$ cat config.mk
export PLATFORM = sky130hd
export DESIGN_NAME = interval_set_merge_lookup_unit
export DESIGN_NICKNAME = d
export VERILOG_FILES = /design/src/sv/isml_pkg.sv /design/src/sv/isml_ram.sv /design/src/sv/isml_ctrl.sv /design/src/sv/isml_dp.sv /design/src/sv/interval_set_merge_lookup_unit.sv
export SDC_FILE = /design/constraint.sdc
export NUM_CORES = 2
export LEC_CHECK = 0
export ABC_CLOCK_PERIOD_IN_PS = 41800
export BUFFER_PORTS_ARGS = -buffer_cell sky130_fd_sc_hd__buf_2
export CAP_MARGIN = 20
export CORE_MARGIN = 3
export CORE_UTILIZATION = 50
export DETAILED_ROUTE_END_ITERATION = 10
export PLACE_DENSITY = 0.73
export SLEW_MARGIN = 20
export SYNTH_ARGS = -nofsm -noshare
export SYNTH_HDL_FRONTEND = slang
export SYNTH_SLANG_ARGS = --single-unit
$ cat constraint.sdc
create_clock -name clk -period 41.8 [get_ports clk]
set_clock_uncertainty 0.1 [all_clocks]
set_input_delay 0 -clock clk [delete_from_list [all_inputs] [get_ports clk]]
set_output_delay 0 -clock clk [all_outputs]
set_load 0.01 [all_outputs]
$ cat src/sv/isml_pkg.sv
// Package for the interval set merge and lookup unit.
// Holds transaction types, function and status codes, and controller/datapath structs.
// No dependencies.
`timescale 1ns / 1ps
`default_nettype none

package isml_pkg;

  localparam int MAX_RANGES_DEF = 16;
  localparam int ADDR_WIDTH_DEF = 64;

  localparam logic       FUNC_INSERT    = 1'b0;
  localparam logic       FUNC_LOOKUP    = 1'b1;

  localparam logic [1:0] STATUS_OK      = 2'd0;
  localparam logic [1:0] STATUS_FULL    = 2'd1;
  localparam logic [1:0] STATUS_INVALID = 2'd2;

  typedef struct packed {
    logic        func;
    logic [63:0] range_low;
    logic [63:0] range_high;
  } isml_in_t;

  typedef struct packed {
    logic [1:0]  status;
    logic        hit;
    logic [63:0] found_low;
    logic [63:0] found_high;
  } isml_out_t;

  typedef struct packed {
    logic load;
    logic rd_en;
    logic commit;
  } isml_cmd_t;

  typedef struct packed {
    logic scan_last;
    logic out_free;
  } isml_sts_t;

endpackage

`default_nettype wire

$ cat src/sv/isml_ram.sv
// Generic single-write, single-read RAM with registered read data.
// No dependencies.
`timescale 1ns / 1ps
`default_nettype none

module isml_ram #(
  parameter int WIDTH = 128,
  parameter int DEPTH = 16
) (
  input  wire logic                     clk,
  input  wire logic                     we,
  input  wire logic [$clog2(DEPTH)-1:0] waddr,
  input  wire logic [WIDTH-1:0]         wdata,
  input  wire logic                     re,
  input  wire logic [$clog2(DEPTH)-1:0] raddr,
  output logic      [WIDTH-1:0]         rdata
);

  logic [WIDTH-1:0] mem_r [DEPTH];

  always_ff @(posedge clk) begin
    if (we) begin
      mem_r[waddr] <= wdata;
    end
    if (re) begin
      rdata <= mem_r[raddr];
    end
  end

endmodule

`default_nettype wire

$ cat src/sv/isml_ctrl.sv
// Controller state machine: accept, scan the table, commit and hand off the result.
// Depends on isml_pkg.
`timescale 1ns / 1ps
`default_nettype none

module isml_ctrl (
  input  wire logic                clk,
  input  wire logic                rst_n,
  input  wire logic                in_valid,
  output logic                     in_stall,
  output isml_pkg::isml_cmd_t      cmd,
  input  wire isml_pkg::isml_sts_t sts
);
  import isml_pkg::*;

  typedef enum logic [1:0] {
    S_IDLE,
    S_SCAN,
    S_LAST,
    S_COMMIT
  } state_t;

  state_t state_r, state_nxt;

  always_comb begin
    state_nxt = state_r;
    case (state_r)
      S_IDLE: begin
        if (in_valid) begin
          state_nxt = S_SCAN;
        end
      end
      S_SCAN: begin
        if (sts.scan_last) begin
          state_nxt = S_LAST;
        end
      end
      S_LAST: begin
        state_nxt = S_COMMIT;
      end
      S_COMMIT: begin
        if (sts.out_free) begin
          state_nxt = S_IDLE;
        end
      end
      default: begin
        state_nxt = S_IDLE;
      end
    endcase
  end

  always_ff @(posedge clk) begin
    if (!rst_n) begin
      state_r <= S_IDLE;
    end else begin
      state_r <= state_nxt;
    end
  end

  assign in_stall   = (state_r != S_IDLE);
  assign cmd.load   = (state_r == S_IDLE) && in_valid;
  assign cmd.rd_en  = (state_r == S_SCAN);
  assign cmd.commit = (state_r == S_COMMIT) && sts.out_free;

endmodule

`default_nettype wire

$ cat src/sv/isml_dp.sv
// Datapath: range table, compare and merge stage, result register.
// Depends on isml_pkg and isml_ram.
`timescale 1ns / 1ps
`default_nettype none

module isml_dp #(
  parameter int MAX_RANGES = isml_pkg::MAX_RANGES_DEF,
  parameter int ADDR_WIDTH = isml_pkg::ADDR_WIDTH_DEF
) (
  input  wire logic                 clk,
  input  wire logic                 rst_n,
  input  wire isml_pkg::isml_in_t   in_data,
  input  wire isml_pkg::isml_cmd_t  cmd,
  output isml_pkg::isml_sts_t       sts,
  output logic                      out_valid,
  input  wire logic                 out_stall,
  output isml_pkg::isml_out_t       out_data
);
  import isml_pkg::*;

  localparam int IDX_W = $clog2(MAX_RANGES);
  localparam int AW    = ADDR_WIDTH;

  logic             op_r, inv_r;
  logic [AW-1:0]    lo_r, hi_r;
  logic [IDX_W-1:0] addr_r;
  logic             cmp_vld_r;
  logic [IDX_W-1:0] cmp_idx_r;
  logic [MAX_RANGES-1:0] valid_r, valid_nxt;

  logic             merged_r, free_found_r, hit_r;
  logic [IDX_W-1:0] free_idx_r;
  logic [AW-1:0]    nlo_r, nhi_r, hit_lo_r, hit_hi_r;

  logic             out_valid_r;
  isml_out_t        out_data_r, out_nxt;

  logic [2*AW-1:0]  rd_data;
  logic [AW-1:0]    ent_lo, ent_hi, in_lo, in_hi;
  logic             ent_v, touch, in_hit, slot_free, do_write;

  isml_ram #(
    .WIDTH(2 * AW),
    .DEPTH(MAX_RANGES)
  ) u_table (
    .clk  (clk),
    .we   (do_write),
    .waddr(free_idx_r),
    .wdata({nhi_r, nlo_r}),
    .re   (cmd.rd_en),
    .raddr(addr_r),
    .rdata(rd_data)
  );

  assign in_lo  = in_data.range_low[AW-1:0];
  assign in_hi  = in_data.range_high[AW-1:0];
  assign ent_lo = rd_data[AW-1:0];
  assign ent_hi = rd_data[2*AW-1:AW];

  assign ent_v     = cmp_vld_r && valid_r[cmp_idx_r];
  assign touch     = ent_v && (op_r == FUNC_INSERT) && !inv_r
                     && (ent_lo <= hi_r) && (ent_hi >= lo_r);
  assign in_hit    = ent_v && (op_r == FUNC_LOOKUP) && (ent_lo <= lo_r) && (lo_r < ent_hi);
  assign slot_free = cmp_vld_r && (!valid_r[cmp_idx_r] || touch);
  assign do_write  = cmd.commit && (op_r == FUNC_INSERT) && !inv_r
                     && (merged_r || free_found_r);

  assign sts.scan_last = (addr_r == IDX_W'(MAX_RANGES - 1));
  assign sts.out_free  = !out_valid_r || !out_stall;

  always_comb begin
    valid_nxt = valid_r;
    if (touch) begin
      valid_nxt[cmp_idx_r] = 1'b0;
    end
    if (do_write) begin
      valid_nxt[free_idx_r] = 1'b1;
    end
  end

  always_comb begin
    out_nxt = '0;
    if (op_r == FUNC_LOOKUP) begin
      out_nxt.status = STATUS_OK;
      if (hit_r) begin
        out_nxt.hit        = 1'b1;
        out_nxt.found_low  = 64'(hit_lo_r);
        out_nxt.found_high = 64'(hit_hi_r);
      end
    end else if (inv_r) begin
      out_nxt.status = STATUS_INVALID;
    end else if (!merged_r && !free_found_r) begin
      out_nxt.status = STATUS_FULL;
    end else begin
      out_nxt.status = STATUS_OK;
    end
  end

  always_ff @(posedge clk) begin
    if (!rst_n) begin
      valid_r     <= '0;
      cmp_vld_r   <= 1'b0;
      out_valid_r <= 1'b0;
    end else begin
      valid_r   <= valid_nxt;
      cmp_vld_r <= cmd.rd_en;
      if (cmd.commit) begin
        out_valid_r <= 1'b1;
      end else if (!out_stall) begin
        out_valid_r <= 1'b0;
      end
    end
  end

  always_ff @(posedge clk) begin
    cmp_idx_r <= addr_r;
    if (cmd.load) begin
      op_r         <= in_data.func;
      lo_r         <= in_lo;
      hi_r         <= in_hi;
      inv_r        <= (in_data.func == FUNC_INSERT) && (in_hi < in_lo);
      addr_r       <= '0;
      merged_r     <= 1'b0;
      free_found_r <= 1'b0;
      hit_r        <= 1'b0;
      nlo_r        <= in_lo;
      nhi_r        <= in_hi;
    end else begin
      if (cmd.rd_en) begin
        addr_r <= addr_r + 1'b1;
      end
      if (touch) begin
        merged_r <= 1'b1;
        if (ent_lo < nlo_r) begin
          nlo_r <= ent_lo;
        end
        if (ent_hi > nhi_r) begin
          nhi_r <= ent_hi;
        end
      end
      if (slot_free && !free_found_r) begin
        free_found_r <= 1'b1;
        free_idx_r   <= cmp_idx_r;
      end
      if (in_hit && !hit_r) begin
        hit_r    <= 1'b1;
        hit_lo_r <= ent_lo;
        hit_hi_r <= ent_hi;
      end
    end
    if (cmd.commit) begin
      out_data_r <= out_nxt;
    end
  end

  assign out_valid = out_valid_r;
  assign out_data  = out_data_r;

endmodule

`default_nettype wire

$ cat src/sv/interval_set_merge_lookup_unit.sv
// Interval set merge and lookup unit: top level.
// A transaction is loaded from idle, scans the table, then commits its result once the output is free.
// A new transaction is stalled until the last one commits; the table scan reads one entry per cycle
// through the single read port of the range memory.
// Reset: synchronous, active low; clears all entry valid bits and the result valid flag.
// Depends on isml_pkg, isml_ctrl, isml_dp and isml_ram.
`timescale 1ns / 1ps
`default_nettype none

module interval_set_merge_lookup_unit #(
  parameter int MAX_RANGES = isml_pkg::MAX_RANGES_DEF,
  parameter int ADDR_WIDTH = isml_pkg::ADDR_WIDTH_DEF
) (
  input  wire logic                clk,
  input  wire logic                rst_n,
  input  wire logic                in_valid,
  output logic                     in_stall,
  input  wire isml_pkg::isml_in_t  in_data,
  output logic                     out_valid,
  input  wire logic                out_stall,
  output isml_pkg::isml_out_t      out_data
);
  import isml_pkg::*;

  isml_cmd_t cmd;
  isml_sts_t sts;

  isml_ctrl u_ctrl (
    .clk     (clk),
    .rst_n   (rst_n),
    .in_valid(in_valid),
    .in_stall(in_stall),
    .cmd     (cmd),
    .sts     (sts)
  );

  isml_dp #(
    .MAX_RANGES(MAX_RANGES),
    .ADDR_WIDTH(ADDR_WIDTH)
  ) u_dp (
    .clk      (clk),
    .rst_n    (rst_n),
    .in_data  (in_data),
    .cmd      (cmd),
    .sts      (sts),
    .out_valid(out_valid),
    .out_stall(out_stall),
    .out_data (out_data)
  );

endmodule

`default_nettype wire
## Yosys cells after proc, flatten, opt, wreduce, memory -nomap -nowiden

Memory sizes are Yosys's and may differ from the RTL's. A register that Yosys moved wholly into a read port is not among the register bits.
Cells that the tools add are included.

| storage, ports and cells | value |
|---|---|
| memories | 1 |
| logic and storage cells | 117 |
| register bits | 552 |
| memory bits (writable) | 2048 |
| output and inout bits | 133 |

| cells by class | value |
|---|---|
| equality and inequality tests | 8 |
| mux-type cells | 25 |
| reductions and logical operators | 42 |
| $lt $le $gt $ge | 11 |
| $add $sub $neg | 1 |
| bitwise logic cells | 6 |

Memories:

| memory | words | width | read ports | clocked after memory_dff | wr ports | line | text |
|---|---|---|---|---|---|---|---|
| u_dp.u_table.mem_r | 16 | 128 | 1 | 1 | 1 | isml_ram.sv:19 | `logic [WIDTH-1:0] mem_r [DEPTH];` |

Operators with widths:

| kind | count |
|---|---|
| two-way mux 64 bit | 6 |
| < comparator 64 bit | 3 |
| two-way mux 129 bit | 1 |
| less-or-equal comparator 64 bit | 2 |
| greater-or-equal comparator 64 bit | 1 |
| > comparator 64 bit | 1 |
| two-way mux 16 bit | 2 |
| logical AND 1 bit | 20 |
| bitwise AND 16 bit | 1 |
| NOT 16 bit | 1 |
| bitwise OR 16 bit | 1 |
| < comparator 4 x 5 -> 1 bit, second input constant | 2 |
| AND reduction 2 bit | 5 |
| demux 1 bit (select 4 bit) | 2 |
| greater-or-equal comparator 4 x 1 -> 1 bit, second input constant | 2 |
| two-way mux 1 bit | 8 |
| two-way mux 2 bit | 4 |
| one-hot mux 2 bit (4 select lines) | 1 |
| nonzero test 2 bit | 4 |
| zero test 1 bit | 7 |
| adder 4 x 1 -> 4 bit, second input constant | 1 |
| binary-select mux 1 bit (select 4 bit) | 1 |
| == test 2 bit, second input constant | 2 |
| == test 4 bit, second input constant | 1 |
| 8 further kinds | 14 |

## Logic depth before layout (Yosys ltp)

| logic depth | value |
|---|---|
| word-level depth | 11 |
| mapped depth | 11 |
| mapped depth without buffers | 10 |

## Modules after synthesis

From an unflattened synthesis, not the netlist that was laid out.

| unflattened totals | value |
|---|---|
| cells, all modules | 5789 |
| area, all modules | 109932.9 um2 |

Modules (own cells, without submodules):

| module | area an instance (um2) | cells an instance | seq. area each (um2) | instances |
|---|---|---|---|---|
| isml_ram | 80731.2 | 3357 | 65342.7 | 1 |
| isml_dp | 29019.1 | 2410 | 16225.6 | 1 |
| isml_ctrl | 182.7 | 22 | 40.0 | 1 |

## Worst setup path before layout

OpenSTA, ideal clock, no wires.

| timing | value |
|---|---|
| path type | register -> register |
| from | reg u_ctrl.state_r[0] |
| to | reg u_dp.valid_r[0] |
| slack | 24.190 ns |
| cell stages (with the launch flop) | 8 |
| required time | 41.593 ns |
| buffers on the path | 0 |
| arrival | 17.403 ns |
| clock period less this slack | 17.610 ns |
| cells stage by stage | dfxtp_1 -> ha_1 -> nor2b_1 -> o211ai_1 -> or3_1 -> nor3_1 -> o21ai_0 -> a31oi_1 |

RTL lines:

| what | line | text |
|---|---|---|
| start: declaration | isml_ctrl.sv:23 | `state_t state_r, state_nxt;` |
| start signal: assignment | isml_ctrl.sv:56 | `state_r <= state_nxt;` |
| end signal: assignment | isml_dp.sv:105 | `valid_r <= valid_nxt;` |
| end: declaration | isml_dp.sv:29 | `logic [MAX_RANGES-1:0] valid_r, valid_nxt;` |

## Worst setup path after layout

| timing | value |
|---|---|
| from | reg u_dp.u_table.rdata[37], read port of u_dp.u_table.mem_r |
| to | reg u_dp.nhi_r[14] (enable) |

| on the way | value |
|---|---|
| cells in the longest elaborated chain, start to end | 5 |

Ends and longest elaborated chain:

| what | line | text |
|---|---|---|
| start: declaration | isml_ram.sv:16 | `output logic [WIDTH-1:0] rdata` |
| less-or-equal comparator 64 bit | isml_dp.sv:62 | `&& (ent_lo <= hi_r) && (ent_hi >= lo_r);` |
| logical AND 1 bit (2 in a row) | isml_dp.sv:62 |  |
| nonzero test 2 bit (no line) | - |  |
| AND reduction 2 bit (no line) | - |  |
| end signal: assignment | isml_dp.sv:127 | `nhi_r <= in_hi;` |
| end signal: assignment | isml_dp.sv:138 | `nhi_r <= ent_hi;` |
| end: declaration | isml_dp.sv:33 | `logic [AW-1:0] nlo_r, nhi_r, hit_lo_r, hit_hi_r;` |

Every way passes these cells.
A chain may end at the register's enable or synchronous reset.

==> metrics.yaml <==
status:
  outcome: "complete, no violations"
power_and_ir_drop:
  cellPowerDensity_mw_per_mm2: 59.9
  leakage_nw: 43.0
  max-vdd-ir-drop_mv: 0.0813
critical_path:
  rrSetupSlack_ns: 36.42
  required_ns: 42.27
  cp.depth: 10
  cpPeakStageDelay_ns: 1.18
  crit_end: "u_dp.nhi_r[14]"
  r2r_end: "u_dp.nhi_r[14]"
  worstRegToRegCells: 10
  cp_cell_sequence: "ha_1, nand4_1, nor3_1, and4_1, nand3_1, nor2_1, a21oi_2, a21oi_2, a31o_4, buf_16"
  critPathSlowestCell: "nor3_1"
  worst-path-buf-inv: 1
  end_kind: "flip-flop"
  r2r-start: "u_dp.u_table.rdata[37]"
  cp-start-kind: "flip-flop"
  arrival_ns: 5.85
  worstSetupPathType: "reg -> reg"
  crit_start: "u_dp.u_table.rdata[37]"
  crit_path_frequent_cell: "a21oi_2"
  crit_family: "simple AND/OR/NAND/NOR gates"
  crit_fanout: 35
placed_design:
  port_buffers: 265
  place_hpwl_mm: 162
  place_area_sq_mm: 0.114
  place_congestion: 0.923
flow_run:
  maxCapViolCount: 0
sta:
  hold_ws_ns: 0.0285
  layout_min_cycle_time_ns: 5.38
  max_slew_margin: 0.0950
  setup_viol: 0
  tightest_slew_ns: 1.35
  rsz0062_at_grt: "false"
  setup-tns-final_ns: 0
  hold_viol_final: 0
  clock.fmax_ghz: 0.186
  min_period_over_period: 0.129
  finalMaxSlewViolations: 0
floorplan:
  core_sq_mm: 0.216
  fp.dieArea_sq_mm: 0.224
  num_rows: 170
  io_pins: 266
  fp.dieH_microns: 474
  die_x_microns: 474
  start_util: 0.506
final_layout:
  multiInputGateArea_sq_mm: 0.0256
  largest-register: "u_dp.u_table.mem_r"
  syn2layout_area_growth_pct: 14.9
  largest_reg_flops: 2048
  final_util: 0.581
  final_nets: 6674
  final_area_sq_mm: 0.126
  layout-drive-gt1-share: 0.221
  fill_cells: 15228
  seq_area_sq_mm: 0.0816
yosys:
  synth_top_family_by_area: "multiplexers"
  synthArstFlopShare: 0
  postSynthAreaPerCell_sq_um: 20.1
  ys_warn_count: 0
  synth_compound_area_frac: 0.0271
  synth_edf_count: 2697
  synth.distinct_cells: 62
  synthMuxAreaShare: 0.133
  synth_nets: 5971
  synth_top_area_cell: "edfxtp_1"
  ys_seq_elements: 2728
  netlist_area_sq_mm: 0.109
  yosysTopAreaCellShare: 0.741
  ys_seq_area_frac: 0.747
  synth_xor_area_frac: 0.000240
  synthSimpleGateAreaFrac: 0.0272
  synth_area_leaders: "edfxtp_1, mux4_2, ha_1, inv_1, o21ai_0"
  synth-main-ff-cell: "edfxtp_1"
  synthAdderAreaFrac: 0.0444
  syn_inst: 5450
clocking:
  numClockSinks: 2728
  htreeDepth: 5
  postCtsSetupBuffers: 0
  clk_pin_slew_ns: 0.06
  root_buffer: "clkbuf_16"
  cts_made_buffers: 279
  cts_buffer_depth: 4
  clk_latency_ns: 0.92
  tritoncts: "built"
  cts_resized: 0
drt:
  viasPerCell: 6.29
  wire_per_inst_microns: 31.4
  post-route-drc-count: 0
  drt_iter0_drc: 8716
  wl_mm: 289
  drt_pass1_iterations: 5
  postRouteAntennaNets: 0
  vias: 57860
  routed-wl-met3_mm: 30.8
  top_layer_used: "met5"
  met1_length_mm: 109
  wl_met2_mm: 138
global_routing:
  grt_max_degree: 149
  grt_pass1_vias: 58340
  grt_antenna_before_repair: 38
  grt_use_total: 0.257
  gr-total-overflow: 0
  grt_pass1_wl_mm: 414
worst_hold_path:
  hold_start: "in_data[102]"
  hold_class: "in -> reg"
synth_stat cells, drive strengths merged (4+ instances only):
cell type / number
a21o: 75
buf: 57
nor3: 26
a21oi: 114
mux2i: 4
a211oi: 20
nand3: 27
mux4: 644
a221oi: 9
nand4: 75
a31oi: 18
dfxtp: 31
nor4: 9
and2: 5
clkbuf: 150
nor2b: 12
o211ai: 9
and3: 130
o21a: 11
inv: 400
a2111oi: 5
a211o: 4
edfxtp: 2697
or4: 4
nand2: 203
ha: 388
nand2b: 11
o21ai: 198
and4: 8
a221o: 4
nor2: 67
placed cells by master, fill, tap and decap left out, types with 79 or more instances in the layout:
master	instances
edfxtp_1	2697
buf_4	79
a21oi_1	112
ha_1	387
and3_1	130
dlygate4sd3_1	271
o21ai_0	198
clkbuf_16	285
nand2_1	202
mux4_2	644
inv_1	399
buf_2	267
per-layer routing:
metal,GRT usage,vias up
met5,0,-
met4,0.0868,12
met3,0.0550,606
met2,0.406,3577
met1,0.360,30109
li1,-,23556
worst reg2reg max path, stage by stage, from the launching register on:
cell	delay (ns)
edfxtp_1	0.54
ha_1	0.38
nand4_1	0.35
nor3_1	1.19
and4_1	0.60
nand3_1	0.13
nor2_1	0.15
a21oi_2	0.07
a21oi_2	0.61
a31o_4	0.60
buf_16	0.31
kinds of logic after synthesis:
kind of cell / count (synthesis)
DFF: 2728
muxes: 648
buffers and inverters: 607
and+or+nand+nor: 587
AOI/OAI and AO/OA: 489
adders and majority gates: 388
xor gates and xnor gates: 3
how the worst min path moves through the flow:
stage / end / depth (start not counted)
6_report: u_dp.nlo_r[38] / 4
5_1_grt: u_dp.nhi_r[35] / 4
4_1_cts: u_dp.nhi_r[34] / 4
3_5_place_dp: u_dp.lo_r[2] / 1
3_3_place_gp: u_dp.lo_r[2] / 1
2_1_floorplan: u_dp.hi_r[0] / 0
layout make-up:
| cell class | count | area share |
|---|---|---|
| inverters | 400 | 0.0120 |
| well taps | 2838 | 0.0283 |
| multi-input cells | 2115 | 0.204 |
| clock inverters | 127 | 0.00796 |
| repair buffers | 629 | 0.0388 |
| clock buffers | 349 | 0.0587 |
| flip-flops and latches | 2728 | 0.650 |
| diodes | 20 | 0.000399 |
report_power, final:
part,switching (mW),internal (mW),leakage (nW)
registers,0.372,3.47,24.8
logic,0.739,0.599,14.1
clock network,1.01,1.33,4.09
total,2.12,5.40,43.0
per-stage QoR:
step / setup slack [ns] / instances / total power [mW]
2_1_floorplan: 24.19 / 5450 / 4.66
3_3_place_gp: 36.55 / 8435 / 5.13
3_5_place_dp: 36.57 / 8439 / 5.19
4_1_cts: 36.51 / 9186 / 7.54
5_1_grt: 36.21 / 9191 / 7.81
6_report: 36.42 / 9206 / 7.52
timing repair:
action	CTS	global route
endpoints found under the setup margin	0	0
hold endpoints to repair	294	0
hold buffers	271	0
(Power assumes the default switching activity.)
